==> config.mk <==
export PLATFORM = sky130hd
export DESIGN_NAME = mipmap_downsample_filter
export DESIGN_NICKNAME = d
export VERILOG_FILES = /design/src/sv/mdf_pkg.sv /design/src/sv/mdf_lane.sv /design/src/sv/mdf_merge.sv /design/src/sv/mipmap_downsample_filter.sv
export VERILOG_INCLUDE_DIRS = /design/src /design/src/sv
export SDC_FILE = /design/constraint.sdc
export NUM_CORES = 2
export LEC_CHECK = 0
export ABC_AREA = 1
export BUFFER_PORTS_ARGS = -buffer_cell sky130_fd_sc_hd__buf_2
export CORE_ASPECT_RATIO = 1.1
export CORE_MARGIN = 10
export CORE_UTILIZATION = 55
export DETAILED_ROUTE_END_ITERATION = 12
export PLACE_DENSITY = 0.84
export SYNTH_ARGS = -nofsm -noshare
export SYNTH_HDL_FRONTEND = slang
export SYNTH_SLANG_ARGS = --single-unit
==> constraint.sdc <==
create_clock -name clk_i -period 5.33 [get_ports clk_i]
set_input_delay 0.7995 -clock clk_i [delete_from_list [all_inputs] [get_ports clk_i]]
set_output_delay 0.7995 -clock clk_i [all_outputs]
set_load 0.01 [all_outputs]
==> src/sv/mipmap_downsample_filter_macros.svh <==
// Assertion macros shared by the mipmap downsample filter RTL.
// No dependencies; included by files that carry concurrent checks.
`ifndef MIPMAP_DOWNSAMPLE_FILTER_MACROS_SVH
`define MIPMAP_DOWNSAMPLE_FILTER_MACROS_SVH

// same-cycle implication
`define MDF_ASSERT_IMP(label, clk, rst_n, ante, cons) \
  label: assert property (@(posedge clk) disable iff (!rst_n) (ante) |-> (cons)) \
    else $error("%m: implication check failed");

// next-cycle implication
`define MDF_ASSERT_NXT(label, clk, rst_n, ante, cons) \
  label: assert property (@(posedge clk) disable iff (!rst_n) (ante) |=> (cons)) \
    else $error("%m: next-cycle check failed");

`endif

==> src/sv/mdf_pkg.sv <==
// Types, codes and channel slicing functions for the mipmap downsample filter.
// No dependencies; used by mdf_lane, mdf_merge and the top level.
package mdf_pkg;

  localparam int unsigned NumLanes = 4;
  localparam int unsigned NumTaps  = 9;
  localparam int unsigned PixW     = 64;
  localparam int unsigned ChanW    = 16;
  localparam int unsigned RowSumW  = 18;
  localparam int unsigned SumW     = 20;

  localparam logic [3:0] FMT_8888     = 4'd0;
  localparam logic [3:0] FMT_565      = 4'd1;
  localparam logic [3:0] FMT_4444     = 4'd2;
  localparam logic [3:0] FMT_8        = 4'd3;
  localparam logic [3:0] FMT_88       = 4'd4;
  localparam logic [3:0] FMT_16       = 4'd5;
  localparam logic [3:0] FMT_1616     = 4'd6;
  localparam logic [3:0] FMT_16161616 = 4'd7;
  localparam logic [3:0] FMT_1010102  = 4'd8;

  localparam logic [1:0] REG_FORMAT = 2'd0;
  localparam logic [1:0] REG_WIDTH  = 2'd1;
  localparam logic [1:0] REG_HEIGHT = 2'd2;

  // encoding equals log2 of the tap weight sum
  typedef enum logic [1:0] {
    TAP_ONE  = 2'd0,
    TAP_BOX  = 2'd1,
    TAP_TENT = 2'd2
  } tap_e;

  typedef struct packed {
    logic [3:0] fmt;
    tap_e       hmode;
    tap_e       vmode;
  } cfg_t;

  function automatic tap_e tap_mode(logic [15:0] size);
    tap_e m;
    if (size == 16'd1) begin
      m = TAP_ONE;
    end else if (!size[0]) begin
      m = TAP_BOX;
    end else begin
      m = TAP_TENT;
    end
    return m;
  endfunction

  function automatic logic [ChanW-1:0] chan_get(logic [3:0] fmt, logic [1:0] lane,
                                               logic [PixW-1:0] pix);
    logic [ChanW-1:0] v;
    v = '0;
    case (fmt)
      FMT_8888: v = {8'd0, pix[{lane, 3'b000} +: 8]};
      FMT_565: begin
        case (lane)
          2'd0:    v = {11'd0, pix[4:0]};
          2'd1:    v = {10'd0, pix[10:5]};
          2'd2:    v = {11'd0, pix[15:11]};
          default: v = '0;
        endcase
      end
      FMT_4444: v = {12'd0, pix[{lane, 2'b00} +: 4]};
      FMT_8:    v = (lane == 2'd0) ? {8'd0, pix[7:0]} : '0;
      FMT_88:   v = (!lane[1]) ? {8'd0, pix[{lane[0], 3'b000} +: 8]} : '0;
      FMT_16:   v = (lane == 2'd0) ? pix[15:0] : '0;
      FMT_1616: v = (!lane[1]) ? pix[{lane[0], 4'b0000} +: 16] : '0;
      FMT_16161616: v = pix[{lane, 4'b0000} +: 16];
      FMT_1010102: begin
        case (lane)
          2'd0:    v = {6'd0, pix[9:0]};
          2'd1:    v = {6'd0, pix[19:10]};
          2'd2:    v = {6'd0, pix[29:20]};
          default: v = {14'd0, pix[31:30]};
        endcase
      end
      default: v = '0;
    endcase
    return v;
  endfunction

  function automatic logic [PixW-1:0] chan_put(logic [3:0] fmt, logic [1:0] lane,
                                              logic [ChanW-1:0] v);
    logic [PixW-1:0] p;
    p = '0;
    case (fmt)
      FMT_8888: p[{lane, 3'b000} +: 8] = v[7:0];
      FMT_565: begin
        case (lane)
          2'd0:    p[4:0]   = v[4:0];
          2'd1:    p[10:5]  = v[5:0];
          2'd2:    p[15:11] = v[4:0];
          default: p = '0;
        endcase
      end
      FMT_4444: p[{lane, 2'b00} +: 4] = v[3:0];
      FMT_8: begin
        if (lane == 2'd0) p[7:0] = v[7:0];
      end
      FMT_88: begin
        if (!lane[1]) p[{lane[0], 3'b000} +: 8] = v[7:0];
      end
      FMT_16: begin
        if (lane == 2'd0) p[15:0] = v;
      end
      FMT_1616: begin
        if (!lane[1]) p[{lane[0], 4'b0000} +: 16] = v;
      end
      FMT_16161616: p[{lane, 4'b0000} +: 16] = v;
      FMT_1010102: begin
        case (lane)
          2'd0:    p[9:0]   = v[9:0];
          2'd1:    p[19:10] = v[9:0];
          2'd2:    p[29:20] = v[9:0];
          default: p[31:30] = v[1:0];
        endcase
      end
      default: p = '0;
    endcase
    return p;
  endfunction

endpackage

==> src/sv/mdf_lane.sv <==
// One channel lane: extracts its channel from the 3x3 window, registers the
// weighted row sums, then forms the column sum and the floor average. Uses mdf_pkg.
module mdf_lane #(
  parameter logic [1:0] Lane = 2'd0
) (
  input  logic                                clk_i,
  input  logic                                load_i,
  input  mdf_pkg::cfg_t                       cfg_i,
  input  logic [mdf_pkg::NumTaps-1:0][63:0]   pix_i,
  output logic [mdf_pkg::ChanW-1:0]           avg_o
);
  import mdf_pkg::*;

  logic [2:0][RowSumW-1:0] hsum_d, hsum_q;
  logic [SumW-1:0]         vsum;
  logic [SumW-1:0]         shifted;
  logic [2:0]              shift;

  always_comb begin
    logic [ChanW-1:0] c0, c1, c2;
    for (int r = 0; r < 3; r++) begin
      c0 = chan_get(cfg_i.fmt, Lane, pix_i[r*3]);
      c1 = chan_get(cfg_i.fmt, Lane, pix_i[r*3+1]);
      c2 = chan_get(cfg_i.fmt, Lane, pix_i[r*3+2]);
      hsum_d[r] = {2'b00, c0};
      if (cfg_i.hmode == TAP_BOX) begin
        hsum_d[r] = hsum_d[r] + {2'b00, c1};
      end else if (cfg_i.hmode == TAP_TENT) begin
        hsum_d[r] = hsum_d[r] + {1'b0, c1, 1'b0} + {2'b00, c2};
      end
    end
  end

  always_ff @(posedge clk_i) begin
    if (load_i) hsum_q <= hsum_d;
  end

  always_comb begin
    vsum = {2'b00, hsum_q[0]};
    if (cfg_i.vmode == TAP_BOX) begin
      vsum = vsum + {2'b00, hsum_q[1]};
    end else if (cfg_i.vmode == TAP_TENT) begin
      vsum = vsum + {1'b0, hsum_q[1], 1'b0} + {2'b00, hsum_q[2]};
    end
    shift   = {1'b0, cfg_i.hmode} + {1'b0, cfg_i.vmode};
    shifted = vsum >> shift;
    avg_o   = shifted[ChanW-1:0];
  end

endmodule

==> src/sv/mdf_merge.sv <==
// Merge stage: packs the lane averages into one pixel of the selected format
// and holds it in the output register. Uses mdf_pkg.
module mdf_merge (
  input  logic                                          clk_i,
  input  logic                                          rst_ni,
  input  logic                                          valid_i,
  input  logic                                          ready_i,
  input  logic [3:0]                                    fmt_i,
  input  logic [mdf_pkg::NumLanes-1:0][mdf_pkg::ChanW-1:0] avg_i,
  output logic                                          advance_o,
  output logic                                          valid_o,
  output logic [mdf_pkg::PixW-1:0]                      data_o
);
  import mdf_pkg::*;

  logic            valid_d, valid_q;
  logic [PixW-1:0] data_d, data_q;

  always_comb begin
    data_d = '0;
    for (int l = 0; l < NumLanes; l++) begin
      data_d = data_d | chan_put(fmt_i, l[1:0], avg_i[l]);
    end
  end

  assign advance_o = !valid_q || ready_i;
  assign valid_d   = advance_o ? valid_i : valid_q;

  always_ff @(posedge clk_i or negedge rst_ni) begin
    if (!rst_ni) begin
      valid_q <= 1'b0;
    end else begin
      valid_q <= valid_d;
    end
  end

  always_ff @(posedge clk_i) begin
    if (advance_o && valid_i) data_q <= data_d;
  end

  assign valid_o = valid_q;
  assign data_o  = data_q;

endmodule

==> src/sv/mipmap_downsample_filter.sv <==
// Pipeline: row-sum register, then output register; four channel lanes work on each
// window at once. Throughput: one request per cycle while the output is not stalled.
// Reset: asynchronous, active low; clears both valid flags and loads the
// registers with format 8888 and a 2x2 source size.
// Uses mdf_pkg, mdf_lane, mdf_merge and the assertion macro header.
`include "mipmap_downsample_filter_macros.svh"
module mipmap_downsample_filter (
  input  logic         clk_i,
  input  logic         rst_ni,
  input  logic         psel,
  input  logic         penable,
  input  logic         pwrite,
  input  logic [3:0]   paddr,
  input  logic [31:0]  pwdata,
  output logic [31:0]  prdata,
  output logic         pready,
  input  logic         s_axis_tvalid,
  output logic         s_axis_tready,
  // row0_col0, row0_col1, row0_col2, row1_col0 .. row2_col2; 64 bits each
  input  logic [575:0] s_axis_tdata,
  output logic         m_axis_tvalid,
  input  logic         m_axis_tready,
  // dest_pixel
  output logic [63:0]  m_axis_tdata
);
  import mdf_pkg::*;

  logic [3:0]  fmt_q;
  logic [15:0] width_q, height_q;
  logic        wr_en;
  cfg_t        cfg;
  logic        s1_valid_d, s1_valid_q;
  logic        advance;
  logic        load;
  logic [NumTaps-1:0][PixW-1:0]    pix;
  logic [NumLanes-1:0][ChanW-1:0]  avg;

  assign pready = 1'b1;
  assign wr_en  = psel && penable && pwrite;

  always_ff @(posedge clk_i or negedge rst_ni) begin
    if (!rst_ni) begin
      fmt_q    <= FMT_8888;
      width_q  <= 16'd2;
      height_q <= 16'd2;
    end else if (wr_en) begin
      case (paddr[3:2])
        REG_FORMAT: fmt_q    <= pwdata[3:0];
        REG_WIDTH:  width_q  <= pwdata[15:0];
        REG_HEIGHT: height_q <= pwdata[15:0];
        default: ;
      endcase
    end
  end

  always_comb begin
    case (paddr[3:2])
      REG_FORMAT: prdata = {28'd0, fmt_q};
      REG_WIDTH:  prdata = {16'd0, width_q};
      REG_HEIGHT: prdata = {16'd0, height_q};
      default:    prdata = '0;
    endcase
  end

  always_comb begin
    cfg.fmt   = fmt_q;
    cfg.hmode = tap_mode(width_q);
    cfg.vmode = tap_mode(height_q);
  end

  always_comb begin
    for (int k = 0; k < NumTaps; k++) begin
      pix[k] = s_axis_tdata[k*PixW +: PixW];
    end
  end

  assign s_axis_tready = !s1_valid_q || advance;
  assign load          = s_axis_tvalid && s_axis_tready;
  assign s1_valid_d    = s_axis_tready ? s_axis_tvalid : s1_valid_q;

  always_ff @(posedge clk_i or negedge rst_ni) begin
    if (!rst_ni) begin
      s1_valid_q <= 1'b0;
    end else begin
      s1_valid_q <= s1_valid_d;
    end
  end

  for (genvar l = 0; l < NumLanes; l++) begin : g_lane
    mdf_lane #(
      .Lane(l[1:0])
    ) u_lane (
      .clk_i  (clk_i),
      .load_i (load),
      .cfg_i  (cfg),
      .pix_i  (pix),
      .avg_o  (avg[l])
    );
  end

  mdf_merge u_merge (
    .clk_i     (clk_i),
    .rst_ni    (rst_ni),
    .valid_i   (s1_valid_q),
    .ready_i   (m_axis_tready),
    .fmt_i     (fmt_q),
    .avg_i     (avg),
    .advance_o (advance),
    .valid_o   (m_axis_tvalid),
    .data_o    (m_axis_tdata)
  );

  // stalled row sums must not be dropped
  `MDF_ASSERT_NXT(a_s1_hold, clk_i, rst_ni, s1_valid_q && !advance, s1_valid_q)
  // an accepted request always lands in the row-sum stage
  `MDF_ASSERT_NXT(a_s1_load, clk_i, rst_ni, load, s1_valid_q)
  // a new result only comes from a filled row-sum stage
  `MDF_ASSERT_IMP(a_out_src, clk_i, rst_ni, $rose(m_axis_tvalid), $past(s1_valid_q))
  // with the output free the input side never stalls
  `MDF_ASSERT_IMP(a_no_bubble, clk_i, rst_ni, !m_axis_tvalid, s_axis_tready)

endmodule

==> reports/qor.yml <==
detailed_routing:
  wl_per_cell_um: 25.35
  wl_um: 275500
  drc: 0
  drtIter0Drc: 9950
  dr.pass1.iters: 9
  ant_nets: 0
  viasPerCell: 6.241
  dr_total_vias: 67829
finish:
  finalNetCount: 10882
  area_growth_pct: 13.91
  drive_gt1_share_pct: 12.45
  instances_no_fill: 10868
  multiInputGateArea_um2: 40750
  register_area_um2: 9370
  design_area_um2: 64520
  fill_cells: 9728
cts:
  clock-sinks: 318
  clk_latency_ns: 0.61
  cts_buffers: 36
  h-tree-depth: 2
  clk_pin_slew_worst_paths_ns: 0.07
  cts_tree: "done"
  post-cts-setup-buffers: 0
  cts_root_buf: "clkbuf_16"
  cts_buffer_depth: 3
timing:
  rsz0062_at_grt: "no"
  maxSlewViolCount: 0
  finalSetupViolCount: 0
  hold_viol_final: 0
  post-route-min-period_ns: 5.274
  skew_ns: 0.05501
  fmax_mhz: 189.6
  period_share_pct: 98.95
  slew_headroom_pct: 22.38
  worstMarginPinSlew_ns: 1.164
floorplanning:
  start_util_pct: 55.43
  core_um2: 102200
  fp.dieW_um: 326.0
  dieArea_um2: 116200
  fp.dieH_um: 356.6
  ios: 718
  rows: 123
global_routing:
  antenna_found_initial: 40
  grt_pass1_vias: 63905
  track_usage_pct: 45.37
  grt_overflow: 0
  grt_pass1_wl_um: 399100
  grt_max_degree: 95
worst_setup_path:
  r2r_slack_ns: 0.06
  path_class: "flip-flop to flip-flop"
  rr_endpoint: "g_lane[2].u_lane.hsum_q[51]"
  r2r_cells: 24
  end_kind: "flip-flop"
  r2r_start: "fmt_q[2]"
  path_max_fanout: 9
  crit_arrival_ns: 5.63
  required_ns: 5.69
  startpoint_type: "flip-flop"
synthesis:
  syn_area_um2: 56640
  synth_edf_count: 280
  async_flop_share_pct: 11.95
  synth_area_leaders: "edfxtp_1 (15%), nand2_1 (14%), ha_1 (12%), fa_1 (9.7%), inv_1 (9.4%)"
  synth_seq_cells: 318
  synth-main-ff-cell: "edfxtp_1"
  seq_area_frac_synth_pct: 16.53
  synth.largest_area_cell: "edfxtp_1"
  synth_top_area_share_pct: 14.85
  ys_types: 68
  synth.avg_cell_area_um2: 6.497
  synth_warnings: 0
  synthCells: 8717
status:
  status: "finished clean"
placed_design:
  hpwl_um: 231100
  place_area_um2: 63120
  io_buffers: 682
  place_inst: 10780
  place_congestion: 1.135
pwr:
  peakVddDrop_mv: 0.3598
  power.density_nw_per_um2: 478.0
  leakage_uw: 0.03488
min_path:
  hold_class: "input pin to async pin"
flow_run:
  cap_violations: 0
[state kept, by name, indices dropped and copies added (netlist names)]
| signal | count |
|---|---|
| width_q | 16 |
| height_q | 16 |
| u_merge.valid_o | 1 |
| u_merge.data_o | 64 |
| fmt_q | 4 |
| s1_valid_q | 1 |
| g_lane.u_lane.hsum_q | 216 |
[timing repair]
item,in CTS,in global routing
resized for setup,1,25
setup endpoints to repair,1,43
pin swaps,0,0
hold endpoints to repair,0,0
hold buffers,0,0
[power by group]
part	switching, uW	total (uW)	internal (uW)
registers	612	4270	3660
logic	15700	23900	8190
clock network	1160	2680	1520
[worst max path at each step]
stage,start,end,slack (ns),cells past startpoint
2_1_floorplan,m_axis_tready,g_lane[0].u_lane.hsum_q[0],0.55,4
3_5_place_dp,fmt_q[2],g_lane[2].u_lane.hsum_q[51],-0.04,24
4_1_cts,fmt_q[0],g_lane[3].u_lane.hsum_q[51],0.03,24
6_report,fmt_q[2],g_lane[2].u_lane.hsum_q[51],0.06,24
3_3_place_gp,fmt_q[2],g_lane[2].u_lane.hsum_q[51],-0.03,24
5_1_grt,fmt_q[0],g_lane[3].u_lane.hsum_q[11],0.01,25
[cell families (layout without fill, tap and decap cells)]
group                      count (synthesis)  count (layout)  synth area share (%)
xor gates and xnor gates                 173             173                 2.675
adders and majority gates                820             820                 21.76
other                                      2              40               0.01326
buffers and inverters                   1748            2486                 11.90
DFF                                      318             318                 16.53
AOI/OAI and AO/OA                       1798            1798                 18.45
and+or+nand+nor                         3858            3858                 28.67
[critical path, cell delays in order (launching register included)]
cell and delay [ns]:
dfrtp_2 0.49, nor2_1 0.19, inv_2 0.10, nor3_2 0.33
inv_2 0.26, o22ai_1 0.36, a221oi_1 0.09, o21ai_0 0.15
fa_1 0.47, ha_1 0.23, fa_1 0.47, nand3_1 0.10
nand2_1 0.12, a21oi_1 0.36, o21ai_0 0.23, inv_1 0.09
nor2_1 0.04, nor2_1 0.19, o21ai_0 0.22, nand2_1 0.18
nand2_1 0.07, nand2_1 0.07, nand3_1 0.06, nand3_1 0.11
nand2_1 0.05
[layer usage]
layer / track usage, % / wire length, um
met1: 56.57 / 99250
met2: 67.10 / 113000
met3: 14.91 / 41540
met4: 28.89 / 21660
met5: 0 / 135
[area by class of cell]
class	instances	share of cell area, %
Antenna cell	23	0.08921
Clock buffer	37	1.402
Clock inverter	28	0.5372
Inverter	1435	8.380
Multi-Input combinational cell	6666	63.16
Sequential cell	318	14.52
Tap cell	1375	2.667
Timing Repair Buffer	986	9.241
[metrics by stage]
stage / utilization (%) / total power, uW / setup WS (ns) / setup TNS, ns / hold slack, ns
6_report: 63.14 / 30840 / 0.05585 / 0 / 0.3437
5_1_grt: 63.11 / 33280 / 0.01499 / 0 / 0.4058
4_1_cts: 63.00 / 29860 / 0.02544 / 0 / 0.3622
3_5_place_dp: 61.77 / 27040 / -0.04025 / -0.04025 / 0.4753
3_3_place_gp: 61.77 / 26440 / -0.02501 / -0.02501 / 0.4681
2_1_floorplan: - / 19610 / 0.5477 / 0 / 0.4471
[layout by cell type (no fill, tap or decap), types with 99 or more instances in the layout]
master / count
a21oi_1: 644
buf_2: 682
buf_4: 282
edfxtp_1: 280
fa_1: 274
ha_1: 544
inv_1: 1410
nand2_1: 2063
nand3_1: 817
nor2_1: 680
o21ai_0: 524
o22ai_1: 187
xor2_1: 99
[cell usage after synthesis, types with 19 or more instances]
master and instances:
nand2_1 2064, inv_1 1418, nand3_1 817, nor2_1 684, a21oi_1 646, ha_1 545
o21ai_0 528, edfxtp_1 280, fa_1 275, o22ai_1 190, clkbuf_1 150, xor2_1 99
buf_1 77, xnor2_1 74, nor3_1 73, a221oi_1 68, nand4_1 64, o221ai_1 62
buf_2 61, o211ai_1 59, or2_2 53, a21o_1 38, dfrtp_1 36, nand3b_1 35
o21bai_1 35, o21ai_1 34, a21boi_0 33, nor4_1 27, buf_4 23, a31oi_1 21
o31ai_1 19
No activity file was read; power rests on OpenSTA's default activity.
